File: src/sv/pwc_pkg.sv
`default_nettype none
package pwc_pkg;

  // Timer width and the widths of the register and stream fields
  localparam int TIMER_BITS = 16;
  localparam int CFG_W      = 16;
  localparam int ECHO_W     = 15;
  localparam int CMP_W      = (TIMER_BITS > CFG_W) ? TIMER_BITS : CFG_W;
  localparam logic [TIMER_BITS-1:0] TIMER_MAX = {TIMER_BITS{1'b1}};

  // APB register map
  localparam int ADDR_W = 5;
  localparam int DATA_W = 32;
  localparam int IDX_W  = 3;
  localparam logic [IDX_W-1:0] REG_SLEEP      = 3'd0;
  localparam logic [IDX_W-1:0] REG_WINDOW     = 3'd1;
  localparam logic [IDX_W-1:0] REG_INTERVAL   = 3'd2;
  localparam logic [IDX_W-1:0] REG_OFF_DELAY  = 3'd3;
  localparam logic [IDX_W-1:0] REG_NEAR_LIMIT = 3'd4;

  // Register reset values
  localparam logic [CFG_W-1:0]  SLEEP_RST      = 16'd20000;
  localparam logic [CFG_W-1:0]  WINDOW_RST     = 16'd5000;
  localparam logic [CFG_W-1:0]  INTERVAL_RST   = 16'd500;
  localparam logic [CFG_W-1:0]  OFF_DELAY_RST  = 16'd10000;
  localparam logic [ECHO_W-1:0] NEAR_LIMIT_RST = 15'd2916;

  // Mode codes as reported on the result stream
  localparam logic [1:0] MODE_CODE_SLEEP  = 2'd0;
  localparam logic [1:0] MODE_CODE_SENSE  = 2'd1;
  localparam logic [1:0] MODE_CODE_ACTIVE = 2'd2;

  // Stream widths
  localparam int IN_TDATA_W  = 16;
  localparam int OUT_TDATA_W = 8;

  typedef enum logic [2:0] {
    MODE_SLEEP  = 3'b001,
    MODE_SENSE  = 3'b010,
    MODE_ACTIVE = 3'b100
  } mode_t;

  typedef struct packed {
    logic [CFG_W-1:0]  sleep_ms;
    logic [CFG_W-1:0]  window_ms;
    logic [CFG_W-1:0]  interval_ms;
    logic [CFG_W-1:0]  off_delay_ms;
    logic [ECHO_W-1:0] near_limit_us;
  } cfg_t;

  typedef struct packed {
    logic       radio_enable;
    logic       report_valid;
    logic       object_near;
    logic       sample_taken;
    logic [1:0] mode;
  } result_t;

endpackage
`default_nettype wire

File: src/sv/pwc_cfg.sv
`default_nettype none
module pwc_cfg (
  input  wire logic                       clk,
  input  wire logic                       rst_n,
  input  wire logic                       cfg_psel,
  input  wire logic                       cfg_penable,
  input  wire logic                       cfg_pwrite,
  input  wire logic [pwc_pkg::ADDR_W-1:0] cfg_paddr,
  input  wire logic [pwc_pkg::DATA_W-1:0] cfg_pwdata,
  output      logic [pwc_pkg::DATA_W-1:0] cfg_prdata,
  output      logic                       cfg_pready,
  output      pwc_pkg::cfg_t              cfg
);

  pwc_pkg::cfg_t            cfg_r;
  logic                     wr_en;
  logic [pwc_pkg::IDX_W-1:0] idx;

  assign cfg_pready = 1'b1;
  assign idx        = cfg_paddr[pwc_pkg::ADDR_W-1:2];
  assign wr_en      = cfg_psel && cfg_penable && cfg_pwrite && cfg_pready;
  assign cfg        = cfg_r;

  // Write the addressed register; addresses past the map are dropped
  always_ff @(posedge clk) begin
    if (!rst_n) begin
      cfg_r.sleep_ms      <= pwc_pkg::SLEEP_RST;
      cfg_r.window_ms     <= pwc_pkg::WINDOW_RST;
      cfg_r.interval_ms   <= pwc_pkg::INTERVAL_RST;
      cfg_r.off_delay_ms  <= pwc_pkg::OFF_DELAY_RST;
      cfg_r.near_limit_us <= pwc_pkg::NEAR_LIMIT_RST;
    end else if (wr_en) begin
      case (idx)
        pwc_pkg::REG_SLEEP:      cfg_r.sleep_ms      <= cfg_pwdata[pwc_pkg::CFG_W-1:0];
        pwc_pkg::REG_WINDOW:     cfg_r.window_ms     <= cfg_pwdata[pwc_pkg::CFG_W-1:0];
        pwc_pkg::REG_INTERVAL:   cfg_r.interval_ms   <= cfg_pwdata[pwc_pkg::CFG_W-1:0];
        pwc_pkg::REG_OFF_DELAY:  cfg_r.off_delay_ms  <= cfg_pwdata[pwc_pkg::CFG_W-1:0];
        pwc_pkg::REG_NEAR_LIMIT: cfg_r.near_limit_us <= cfg_pwdata[pwc_pkg::ECHO_W-1:0];
        default: ;
      endcase
    end
  end

  // Read back the addressed register
  always_comb begin
    case (idx)
      pwc_pkg::REG_SLEEP:      cfg_prdata = pwc_pkg::DATA_W'(cfg_r.sleep_ms);
      pwc_pkg::REG_WINDOW:     cfg_prdata = pwc_pkg::DATA_W'(cfg_r.window_ms);
      pwc_pkg::REG_INTERVAL:   cfg_prdata = pwc_pkg::DATA_W'(cfg_r.interval_ms);
      pwc_pkg::REG_OFF_DELAY:  cfg_prdata = pwc_pkg::DATA_W'(cfg_r.off_delay_ms);
      pwc_pkg::REG_NEAR_LIMIT: cfg_prdata = pwc_pkg::DATA_W'(cfg_r.near_limit_us);
      default:                 cfg_prdata = '0;
    endcase
  end

endmodule
`default_nettype wire

File: src/sv/pwc_core.sv
`default_nettype none
module pwc_core (
  input  wire logic                       clk,
  input  wire logic                       rst_n,
  input  wire logic                       step,
  input  wire logic [pwc_pkg::ECHO_W-1:0] echo_us,
  input  wire pwc_pkg::cfg_t              cfg,
  output      pwc_pkg::result_t           res
);

  pwc_pkg::mode_t                 mode_r, mode_nxt;
  logic [pwc_pkg::TIMER_BITS-1:0] mode_el_r, mode_el_nxt;
  logic [pwc_pkg::TIMER_BITS-1:0] since_r, since_nxt;
  logic                           far_cnt_r, far_cnt_nxt;
  logic [pwc_pkg::TIMER_BITS-1:0] far_el_r, far_el_nxt;

  pwc_pkg::mode_t                 mode_x;
  logic [pwc_pkg::TIMER_BITS-1:0] mode_el_x, since_x, far_el_x;
  logic                           far_cnt_x;
  logic                           near, wake, sample_due;

  function automatic logic [pwc_pkg::TIMER_BITS-1:0] sat_inc(
    input logic [pwc_pkg::TIMER_BITS-1:0] v
  );
    return (v == pwc_pkg::TIMER_MAX) ? v : v + 1'b1;
  endfunction

  function automatic logic at_least(
    input logic [pwc_pkg::TIMER_BITS-1:0] t,
    input logic [pwc_pkg::CFG_W-1:0]      lim
  );
    return pwc_pkg::CMP_W'(t) >= pwc_pkg::CMP_W'(lim);
  endfunction

  assign near = (echo_us != '0) && (echo_us < cfg.near_limit_us);
  assign wake = (mode_r == pwc_pkg::MODE_SLEEP) && at_least(mode_el_r, cfg.sleep_ms);

  // Evaluate one tick: wake-up, sampling, mode change, then timer advance
  always_comb begin
    mode_x    = wake ? pwc_pkg::MODE_SENSE : mode_r;
    mode_el_x = wake ? '0 : mode_el_r;
    since_x   = wake ? pwc_pkg::TIMER_MAX : since_r;
    far_cnt_x = wake ? 1'b0 : far_cnt_r;
    far_el_x  = wake ? '0 : far_el_r;
    sample_due = at_least(since_x, cfg.interval_ms);
    res = '0;

    case (mode_x)
      pwc_pkg::MODE_SLEEP: begin
        res.mode = pwc_pkg::MODE_CODE_SLEEP;
      end
      pwc_pkg::MODE_SENSE: begin
        res.mode = pwc_pkg::MODE_CODE_SENSE;
        if (sample_due) begin
          res.sample_taken = 1'b1;
          res.object_near  = near;
          since_x          = '0;
        end
        if (sample_due && near) begin
          mode_x    = pwc_pkg::MODE_ACTIVE;
          mode_el_x = '0;
          far_cnt_x = 1'b0;
          far_el_x  = '0;
        end else if (at_least(mode_el_x, cfg.window_ms)) begin
          mode_x    = pwc_pkg::MODE_SLEEP;
          mode_el_x = '0;
          far_cnt_x = 1'b0;
          far_el_x  = '0;
        end
      end
      pwc_pkg::MODE_ACTIVE: begin
        res.mode         = pwc_pkg::MODE_CODE_ACTIVE;
        res.radio_enable = 1'b1;
        if (sample_due) begin
          res.sample_taken = 1'b1;
          res.object_near  = near;
          res.report_valid = 1'b1;
          since_x          = '0;
          if (near) begin
            far_cnt_x = 1'b0;
            far_el_x  = '0;
          end else if (!far_cnt_x) begin
            far_cnt_x = 1'b1;
            far_el_x  = '0;
          end else if (at_least(far_el_x, cfg.off_delay_ms)) begin
            mode_x    = pwc_pkg::MODE_SLEEP;
            mode_el_x = '0;
            far_cnt_x = 1'b0;
            far_el_x  = '0;
          end
        end
      end
      default: begin
        // Unknown mode: fall into sleep and report as sleep
        res.mode  = pwc_pkg::MODE_CODE_SLEEP;
        mode_x    = pwc_pkg::MODE_SLEEP;
        mode_el_x = '0;
        far_cnt_x = 1'b0;
        far_el_x  = '0;
      end
    endcase

    mode_nxt    = mode_x;
    mode_el_nxt = sat_inc(mode_el_x);
    since_nxt   = sat_inc(since_x);
    far_cnt_nxt = far_cnt_x;
    far_el_nxt  = far_cnt_x ? sat_inc(far_el_x) : far_el_x;
  end

  // Advance the state once per tick
  always_ff @(posedge clk) begin
    if (!rst_n) begin
      mode_r    <= pwc_pkg::MODE_SENSE;
      mode_el_r <= '0;
      since_r   <= pwc_pkg::TIMER_MAX;
      far_cnt_r <= 1'b0;
      far_el_r  <= '0;
    end else if (step) begin
      mode_r    <= mode_nxt;
      mode_el_r <= mode_el_nxt;
      since_r   <= since_nxt;
      far_cnt_r <= far_cnt_nxt;
      far_el_r  <= far_el_nxt;
    end
  end

endmodule
`default_nettype wire

File: src/sv/proximity_wake_power_controller_unit.sv
// An accepted request waits in the input register; its result is registered to out_tdata.
// Throughput: one request per cycle while out_tready stays high; the input register and
// the result register each take a new request whenever the next stage frees up in the
// same cycle.
// Reset (rst_n low, synchronous): pipeline empties, registers return to defaults, the
// controller starts in the sensing window with the first sample due at once.
`default_nettype none
module proximity_wake_power_controller_unit (
  input  wire logic                            clk,
  input  wire logic                            rst_n,
  // in_tdata: [14:0] echo_us, [15] zero
  input  wire logic                            in_tvalid,
  output      logic                            in_tready,
  input  wire logic [pwc_pkg::IN_TDATA_W-1:0]  in_tdata,
  // out_tdata: [1:0] mode, [2] sample_taken, [3] object_near, [4] report_valid,
  // [5] radio_enable, [7:6] zero
  output      logic                            out_tvalid,
  input  wire logic                            out_tready,
  output      logic [pwc_pkg::OUT_TDATA_W-1:0] out_tdata,
  input  wire logic                            cfg_psel,
  input  wire logic                            cfg_penable,
  input  wire logic                            cfg_pwrite,
  input  wire logic [pwc_pkg::ADDR_W-1:0]      cfg_paddr,
  input  wire logic [pwc_pkg::DATA_W-1:0]      cfg_pwdata,
  output      logic [pwc_pkg::DATA_W-1:0]      cfg_prdata,
  output      logic                            cfg_pready
);

  pwc_pkg::cfg_t                  cfg;
  pwc_pkg::result_t               res;
  pwc_pkg::result_t               out_res_r;
  logic                           s1_valid_r, s1_valid_nxt;
  logic [pwc_pkg::ECHO_W-1:0]     s1_echo_r;
  logic                           out_valid_r, out_valid_nxt;
  logic                           advance;

  pwc_cfg u_cfg (
    .clk         (clk),
    .rst_n       (rst_n),
    .cfg_psel    (cfg_psel),
    .cfg_penable (cfg_penable),
    .cfg_pwrite  (cfg_pwrite),
    .cfg_paddr   (cfg_paddr),
    .cfg_pwdata  (cfg_pwdata),
    .cfg_prdata  (cfg_prdata),
    .cfg_pready  (cfg_pready),
    .cfg         (cfg)
  );

  pwc_core u_core (
    .clk     (clk),
    .rst_n   (rst_n),
    .step    (advance),
    .echo_us (s1_echo_r),
    .cfg     (cfg),
    .res     (res)
  );

  // Move the held request into the result register when that slot is free
  assign advance   = s1_valid_r && (!out_valid_r || out_tready);
  assign in_tready = !s1_valid_r || advance;

  always_comb begin
    s1_valid_nxt = s1_valid_r;
    if (in_tvalid && in_tready) begin
      s1_valid_nxt = 1'b1;
    end else if (advance) begin
      s1_valid_nxt = 1'b0;
    end
    out_valid_nxt = out_valid_r;
    if (advance) begin
      out_valid_nxt = 1'b1;
    end else if (out_tready) begin
      out_valid_nxt = 1'b0;
    end
  end

  always_ff @(posedge clk) begin
    if (!rst_n) begin
      s1_valid_r  <= 1'b0;
      out_valid_r <= 1'b0;
    end else begin
      s1_valid_r  <= s1_valid_nxt;
      out_valid_r <= out_valid_nxt;
    end
  end

  // Capture payloads
  always_ff @(posedge clk) begin
    if (in_tvalid && in_tready) begin
      s1_echo_r <= in_tdata[pwc_pkg::ECHO_W-1:0];
    end
    if (advance) begin
      out_res_r <= res;
    end
  end

  assign out_tvalid = out_valid_r;
  assign out_tdata  = pwc_pkg::OUT_TDATA_W'(out_res_r);

  // A report is always a sample taken with the radio on
  a_report_sampled: assert property (@(posedge clk) disable iff (!rst_n)
    out_tvalid && out_res_r.report_valid |-> out_res_r.sample_taken && out_res_r.radio_enable)
    else $error("report without sample in active mode");

  // A near flag needs a sample on the same tick
  a_near_sampled: assert property (@(posedge clk) disable iff (!rst_n)
    out_tvalid && out_res_r.object_near |-> out_res_r.sample_taken)
    else $error("near flag without sample");

  // Radio is on exactly in active mode
  a_radio_mode: assert property (@(posedge clk) disable iff (!rst_n)
    out_tvalid |-> out_res_r.radio_enable == (out_res_r.mode == pwc_pkg::MODE_CODE_ACTIVE))
    else $error("radio state disagrees with mode");

  // A request reaches the result register in the cycle after it leaves the input stage
  a_advance_loads: assert property (@(posedge clk) disable iff (!rst_n)
    advance |=> out_valid_r)
    else $error("result register not loaded after advance");

endmodule
`default_nettype wire
File: config.mk
export PLATFORM = sky130hd
export DESIGN_NAME = proximity_wake_power_controller_unit
export DESIGN_NICKNAME = d
export VERILOG_FILES = /design/src/sv/pwc_pkg.sv /design/src/sv/pwc_cfg.sv /design/src/sv/pwc_core.sv /design/src/sv/proximity_wake_power_controller_unit.sv
export SDC_FILE = /design/constraint.sdc
export NUM_CORES = 1
export LEC_CHECK = 0
export BUFFER_PORTS_ARGS = -buffer_cell sky130_fd_sc_hd__buf_4
export CAP_MARGIN = 20
export CORE_UTILIZATION = 60
export CTS_BUF_LIST = sky130_fd_sc_hd__clkbuf_8
export DETAILED_ROUTE_END_ITERATION = 7
export GPL_TIMING_DRIVEN = 0
export PLACE_DENSITY_LB_ADDON = 0.3
export SLEW_MARGIN = 10
export SYNTH_ARGS = -nofsm -noshare
export SYNTH_HDL_FRONTEND = slang
export SYNTH_SLANG_ARGS = --single-unit
export TNS_END_PERCENT = 30
File: constraint.sdc
create_clock -name clk -period 7 [get_ports clk]
set_input_delay 0.7 -clock clk [delete_from_list [all_inputs] [get_ports clk]]
set_output_delay 0.7 -clock clk [all_outputs]
set_load 0.01 [all_outputs]
### Yosys cells after proc, flatten, opt, wreduce, memory -nomap -nowiden

Cells that the tools add are included.

* register bits after elaboration: 154
* bits in latches: 0
* bits in writable memories: 0
* memory bits (read-only): 0
* logic and storage cells: 107
* memories: 0

* add/subtract/negate cells: 3
* $mul: 0
* divide/modulo/power cells: 0
* magnitude comparators: 5
* equality and inequality tests: 11
* shift operators: 0
* multiplexer cells: 49
* bitwise logic cells: 0
* reductions and logical operators: 21

Operators with widths (number)
* $mux W16: 21
* $pmux W16 S3: 2
* $pmux W16 S5: 1
* $ge A16 B16 Y1: 4
* $add A16 B1 Y16 const B: 3
* $eq A16 B16 Y1 const B: 3
* $mux W3: 8
* $lt A15 B15 Y1: 1
* $reduce_bool A15 Y1: 1
* $mux W1: 11
* $reduce_and A2 Y1: 5
* $eq A3 B1 Y1 const B: 3
* $eq A3 B2 Y1 const B: 3
* $pmux W3 S3: 1
* $pmux W2 S2: 2
* $logic_and A1 B1 Y1: 7
* $eq A3 B3 Y1 const B: 2
* $mux W2: 2
* $reduce_bool A2 Y1: 2
* $logic_not A3 Y1: 1
* $pmux W1 S3: 1
* $logic_not A1 Y1: 2
* $logic_or A1 B1 Y1: 2
* $reduce_or A2 Y1: 1

### Depth between registers and ports, before layout

* word-level depth: 12
* mapped depth: 29

### Cells and area by module

A second synthesis with hierarchy kept.

* cell total of the unflattened synthesis: 1222
* area, all modules: 10298.6 µm²

Modules (own cells, without submodules)
* pwc_core: times used 1, cells each 784, area an instance 5723.0 µm², sequential area each 1041.0 µm²
* pwc_cfg: times used 1, cells each 405, area an instance 3822.4 µm², sequential area each 1581.5 µm²
* proximity_wake_power_controller_unit: times used 1, cells each 33, area an instance 753.2 µm², sequential area each 670.6 µm²

### Worst setup path after synthesis

No wires, ideal clock.

* path kind: reg-to-reg
* from: register u_core.mode_el_r[0] in the netlist's numbering
* to: register u_core.mode_el_r[15] in the netlist's numbering
* arrival: 6.065 ns
* required time: 6.868 ns
* path slack: 0.803 ns
* stages on the path, launching flop included: 29
* buffers on the path: 4
* cell sequence: dfxtp_1 -> inv_1 -> ha_1 -> nand2b_1 -> a2111oi_0 -> o32ai_2 -> o21ai_4 -> clkbuf_1 -> clkbuf_1 -> and2_1 -> ha_1 -> nand4_1 -> or2_2 -> a2111oi_0 -> nand3_1 -> a311o_1 -> o21ai_2 -> a21oi_1 -> clkbuf_1 -> and2_1 -> ha_1 -> and2_1 -> nand4_1 -> o311ai_0 -> buf_2 -> nor4_1 -> a211oi_1 -> o21ai_0 -> a21oi_1

* word-level cells in the longest chain between the ends: 11
* elaborated cells between the ends (all ways): 24
* those cells by class: 1 x add/sub; 4 x order compare; 4 x eq/ne; 13 x mux; 2 x reduce/logical

Ends and longest elaborated chain
* start, declared: line pwc_core.sv:12 `logic [pwc_pkg::TIMER_BITS-1:0] mode_el_r, mode_el_nxt;`
* start signal, assigned: line pwc_core.sv:120 `mode_el_r <= mode_el_nxt;`
* $ge A16 B16 Y1: line pwc_core.sv:32 `return pwc_pkg::CMP_W'(t) >= pwc_pkg::CMP_W'(lim);`
* $logic_and A1 B1 Y1: line pwc_core.sv:36 `assign wake = (mode_r == pwc_pkg::MODE_SLEEP) && at_least(mode_el_r, cfg.sleep_ms);`
* $mux W16: line pwc_core.sv:44 `far_el_x = wake ? '0 : far_el_r;`
* $ge A16 B16 Y1: line pwc_core.sv:32
* $mux W16: line pwc_core.sv:85 `end else if (at_least(far_el_x, cfg.off_delay_ms)) begin`
* $mux W16: line pwc_core.sv:82 `end else if (!far_cnt_x) begin`
* $mux W16: line pwc_core.sv:79 `if (near) begin`
* $mux W16: line pwc_core.sv:74 `if (sample_due) begin`
* $pmux W16 S3 (*): line pwc_core.sv:48 `case (mode_x)`
* $add A16 B1 Y16 or $eq A16 B16 Y1 (tied branches): line pwc_core.sv:25 `return (v == pwc_pkg::TIMER_MAX) ? v : v + 1'b1;`
* $mux W16 (*): line pwc_core.sv:25

Mark *: on every way between the ends. The rest lies on a longest branch, timed or not.
A chain may end at the register's enable or synchronous reset.

### Worst setup path after layout

* from: register u_core.mode_el_r[13] in the netlist's numbering
* to: register u_core.far_el_r[3] in the netlist's numbering

* word-level cells in the longest chain between the ends: 12
* elaborated cells between the ends (all ways): 32
* those cells by class: 1 x add/sub; 4 x order compare; 4 x eq/ne; 21 x mux; 2 x reduce/logical

Ends and longest elaborated chain
* $ge A16 B16 Y1: line pwc_core.sv:32
* $logic_and A1 B1 Y1: line pwc_core.sv:36
* $mux W16: line pwc_core.sv:44
* $ge A16 B16 Y1: line pwc_core.sv:32
* $mux W16: line pwc_core.sv:85
* $mux W16: line pwc_core.sv:82
* $mux W16: line pwc_core.sv:79
* $mux W16: line pwc_core.sv:74
* $pmux W16 S3: line pwc_core.sv:48
* $add A16 B1 Y16 or $eq A16 B16 Y1 (tied branches): line pwc_core.sv:25
* $mux W16: line pwc_core.sv:25
* $mux W16 (*): line pwc_core.sv:107 `far_el_nxt = far_cnt_x ? sat_inc(far_el_x) : far_el_x;`
* end signal, assigned: line pwc_core.sv:123 `far_el_r <= far_el_nxt;`
* end, declared: line pwc_core.sv:15 `logic [pwc_pkg::TIMER_BITS-1:0] far_el_r, far_el_nxt;`

Marked as above.

==> results.txt <==
----------------------------------------------------
[Synthesis]
  Post-synthesis average cell area ... 7.868 um^2
  Seq/Total Area, Yosys ... 0.3292
  Synth Instances ... 1260
  Post-synthesis adder-cell area fraction ... 0.1010
  Largest family of logic cells by synthesized area ... compound AO/OA/AOI/OAI gates
  Synth Cell Area ... 9913 um^2
  Ys flop type ... sky130_fd_sc_hd__dfxtp_1
  Yosys top cell area share ... 0.2686
  Post-synthesis sequential element count ... 153
  Distinct cell type count after synthesis ... 80
  Xor and xnor area share after synthesis ... 0.003534
  Synth top area cells ... sky130_fd_sc_hd__dfxtp_1 (27%), sky130_fd_sc_hd__ha_1 (10%), sky130_fd_sc_hd__nand2_1 (7.7%)
  Number of enable flip-flop cells after synthesis ... 20
  Post-synthesis simple-gate area fraction ... 0.2162
  Post-synthesis async set-or-reset flop share ... 0
  Number of warnings reported in the yosys synthesis log ... 0
  Library cell with the largest summed area after synthesis ... sky130_fd_sc_hd__dfxtp_1
  Share of cell area taken by muxes after synthesis ... 0.03673
  Compound-Gate Fraction of Synth Area ... 0.2305

[Hold path]
  Cell depth of the worst hold path ... 1
  Worst Hold Class ... in2reg
  Capture endpoint of the worst hold path ... s1_echo_r[13]
  Launch instance of the worst min-delay path ... in_tdata[13]

[Place]
  Placed wire-length estimate after detailed placement ... 24.83 mm
  Total placed cells including tap cells ... 1554
  Final GP Congestion ... 0.9924
  Buffers on Ports ... 61

[Setup path]
  Endpoint kind of the worst setup timing path ... flip-flop
  RR Endpoint ... u_core.far_el_r[3]
  Worst Reg2Reg Path Length in Cells ... 25
  Worst setup path category ... reg2reg
  Crit start category ... flip-flop
  Highest net fanout along the worst path ... 10
  Flop-to-flop setup slack ... 0.18 ns
  CP Data Arrival Time ... 7.22 ns
  Worst flop-to-flop path startpoint ... u_core.mode_el_r[13]
  CP required ... 7.40 ns

[Clock network]
  Number of buffers on the longest clock path ... 2
  Maximum level of the CTS H-tree ... 4
  Clock slew at the register clock pins of the worst setup and hold paths ... 0.11 ns
  Clock tree from TritonCTS ... yes
  Latest clock arrival within the worst-skew pair ... 0.49 ns
  Clock Root Buffer ... sky130_fd_sc_hd__clkbuf_8
  Num CTS Buffers ... 17
  Clk sink count ... 153

[Routing]
  Total number of vias ... 10.27k
  Average routed wire per standard cell ... 20.94 um
  Residual DRC ... 0
  Total Routed Length ... 33.27 mm
  Routed Antenna Nets ... 0
  Vias per cell ... 6.461
  Starting DRT DRC Count ... 1267
  Number of search-and-repair iterations in the first detailed-routing pass ... 6

[Pwr]
  Switching power as a share of total power ... 0.3426
  Leakage ... 4.502 nW
  Worst ir drop on vdd ... 0.1769 mV
  Sequential fraction of design power ... 0.466
  Ratio of total power to cell area ... 177.0 nW/um^2
  Combinational share of power ... 0.183
  Switching component of the power ... 686.2 uW
  P_int ... 1.317 mW
  Clock network power share ... 0.351

[Floorplanning]
  Number of rows in the core area ... 46
  Core Region ... 16000 um^2
  Floorplan die area ... 17040 um^2
  Die Width ... 130.5 um
  Initial cell density of the core ... 0.6196
  I/O pin total ... 103
  Die boundary height ... 130.5 um

[STA]
  Final Cycle Share ... 0.9747
  Post-Route Skew ... 0.01782 ns
  Number of setup violations in the final report ... 0
  Transition time of the tightest slew-check pin ... 1.135 ns
  Pins Over Slew Limit ... 0
  Final hold violations ... 0
  Normalized max-slew margin ... 0.2431
  Timing-limited maximum frequency ... 146.6 MHz
  Min Tclk post-route ... 6.823 ns

[Global route]
  Remaining global-route overflow ... 0
  Grt met1 use ... 0.5095
  Gr busiest metal ... met2
  Maximum number of pins on one net before global-route repair ... 20
  Via count of the first global-routing pass ... 9279
  First-pass GRT wire length ... 50.27 mm
  Initial antenna violation count ... 0
  GRT Resource Usage Total ... 0.3980
  Met3 demand-to-capacity share in global routing ... 0.09528
  Met2 Track Usage GR ... 0.6169

[Cells and area]
  Post-Route Utilization ... 0.7074
  Area used by sequential logic in the layout ... 3264 um^2
  Proportion of layout cells with a drive suffix above 1 ... 0.1245
  Cell Count, Final, Fillers Out ... 1589
  Final-stage net count ... 1500
  N_diodes ... 0
  Number of fill cells ... 1340
  Combined area of the multi-input logic cells ... 6041 um^2
  Area growth, synth to finish ... 14.17%

[Status]
  Outcome ... finished clean

[Job]
  Count of maximum capacitance violations ... 0

----------------------------------------------------
[worst max-delay path by stage]
stage	start	endpoint	slack [ns]	cells after the start
floorplan	u_core.mode_el_r[0]	u_core.mode_el_r[15]	0.80	28
global placement	u_core.mode_el_r[0]	u_core.far_el_r[13]	-0.87	25
detailed placement	u_core.mode_el_r[13]	u_core.far_el_r[13]	-0.97	26
global route	u_core.mode_el_r[0]	u_core.mode_el_r[15]	-0.12	29
finish	u_core.mode_el_r[13]	u_core.far_el_r[3]	0.18	25
CTS	u_cfg.cfg[78]	u_core.mode_el_r[9]	0.03	27
[area by class of cell]
cell class                 instances  area share
clock buffer                      17     0.02067
sequential                       153      0.2884
multi-input combinational        931      0.5337
buffer                            87     0.03935
inverter                         104     0.03482
clock inverter                    15     0.01537
tap                              216     0.02388
timing repair buffer              66     0.04378
[sequential cells by signal, summed over array words and instances (netlist names)]
| name | cells |
|---|---|
| u_cfg.cfg | 79 |
| u_core.mode_el_r | 16 |
| u_core.far_cnt_r | 1 |
| u_core.since_r | 16 |
| u_core.far_el_r | 16 |
| out_tvalid | 1 |
| out_tdata | 5 |
| s1_valid_r | 1 |
| u_core.mode_r | 3 |
| s1_echo_r | 15 |
[synthesized netlist by cell type (all sizes together) (17+ instances only)]
| master | count |
|---|---|
| a21oi | 126 |
| a31oi | 17 |
| and2 | 38 |
| buf | 31 |
| clkbuf | 58 |
| dfxtp | 133 |
| edfxtp | 20 |
| ha | 80 |
| inv | 101 |
| mux2i | 33 |
| nand2 | 203 |
| nand3 | 37 |
| nand4 | 17 |
| nor2 | 55 |
| o211ai | 40 |
| o21ai | 44 |
| o22ai | 23 |
[per-layer routing]
layer	vias to the layer above	wire [um]	part of all wire
met2	683	14610	0.44
met1	4766	12980	0.39
met4	0	1823	0.055
li1	4677	-	-
met3	141	3862	0.12
met5	-	0	0
[power by group through the flow]
stage,sequential [mW],combinational [mW],clock [mW]
6_report,0.933,0.367,0.703
5_1_grt,0.936,0.394,0.732
4_1_cts,0.932,0.344,0.696
3_5_place_dp,0.952,0.341,0
3_3_place_gp,0.951,0.335,0
2_1_floorplan,0.947,0.224,0
[cell usage in the layout, fill, tap and decap left out, types with 16 or more instances in the layout]
master | netlist | final
sky130_fd_sc_hd__nand2_1 | 203 | 202
sky130_fd_sc_hd__dfxtp_1 | 133 | 132
sky130_fd_sc_hd__a21oi_1 | 126 | 123
sky130_fd_sc_hd__inv_1 | 101 | 101
sky130_fd_sc_hd__buf_4 | 20 | 89
sky130_fd_sc_hd__ha_1 | 80 | 78
sky130_fd_sc_hd__nor2_1 | 54 | 53
sky130_fd_sc_hd__clkbuf_1 | 58 | 51
sky130_fd_sc_hd__o21ai_0 | 42 | 41
sky130_fd_sc_hd__o211ai_1 | 40 | 40
sky130_fd_sc_hd__and2_1 | 38 | 38
sky130_fd_sc_hd__nand3_1 | 37 | 36
sky130_fd_sc_hd__mux2i_1 | 33 | 33
sky130_fd_sc_hd__o22ai_1 | 23 | 23
sky130_fd_sc_hd__edfxtp_1 | 20 | 20
sky130_fd_sc_hd__conb_1 | 2 | 19
sky130_fd_sc_hd__a31oi_1 | 17 | 17
sky130_fd_sc_hd__clkbuf_8 | 0 | 17
sky130_fd_sc_hd__nand2b_1 | 16 | 16
sky130_fd_sc_hd__nand4_1 | 16 | 16
[logic make-up (layout without fill, tap and decap cells)]
family / count (synthesis) / after routing
other cells: 2 / 19
mux: 35 / 35
simple gates: 445 / 445
compound gates: 348 / 348
fa+ha+maj: 80 / 80
buf+inv: 193 / 289
flops: 153 / 153
xor+xnor: 4 / 4
[critical path, stage by stage, from the launching register on]
cell and delay, ns:
sky130_fd_sc_hd__dfxtp_1 0.48, sky130_fd_sc_hd__ha_1 0.31, sky130_fd_sc_hd__a21o_1 0.19, sky130_fd_sc_hd__a21o_1 0.22, sky130_fd_sc_hd__a2111o_1 0.49, sky130_fd_sc_hd__o21ai_4 0.37
sky130_fd_sc_hd__buf_2 0.38, sky130_fd_sc_hd__nand2_1 0.24, sky130_fd_sc_hd__ha_1 0.35, sky130_fd_sc_hd__a21oi_1 0.16, sky130_fd_sc_hd__o21ai_0 0.10, sky130_fd_sc_hd__a31oi_1 0.25
sky130_fd_sc_hd__o21ai_2 0.20, sky130_fd_sc_hd__a221oi_4 0.49, sky130_fd_sc_hd__a21oi_4 0.16, sky130_fd_sc_hd__nand2_2 0.16, sky130_fd_sc_hd__clkbuf_4 0.22, sky130_fd_sc_hd__and2_1 0.14
sky130_fd_sc_hd__ha_2 0.22, sky130_fd_sc_hd__nand3_2 0.16, sky130_fd_sc_hd__or4b_1 0.51, sky130_fd_sc_hd__a41oi_2 0.24, sky130_fd_sc_hd__a21o_1 0.13, sky130_fd_sc_hd__buf_2 0.22
sky130_fd_sc_hd__o311ai_0 0.19, sky130_fd_sc_hd__o311ai_1 0.14
[through the flow]
step | setup WS, ns | instance area, um^2 | TNS (ns) | hold WS, ns | power, mW
6_report | 0.1768 | 11320 | 0 | 0.3776 | 2.003
2_1_floorplan | 0.8030 | 9977 | 0 | 0.4363 | 1.171
5_1_grt | -0.1245 | 11320 | -0.3255 | 0.3740 | 2.061
3_5_place_dp | -0.9709 | 10710 | -19.38 | 0.4645 | 1.292
4_1_cts | 0.03025 | 11160 | 0 | 0.3699 | 1.972
3_3_place_gp | -0.8655 | 10710 | -14.52 | 0.4416 | 1.286
[repair_timing]
action,CTS,global route
pin swaps,0,6
gates cloned,0,0
hold buffers,0,0
resized for setup,20,33
buffers inserted,0,5
setup endpoints to repair,32,23
Power figures use the tool's default switching activity.
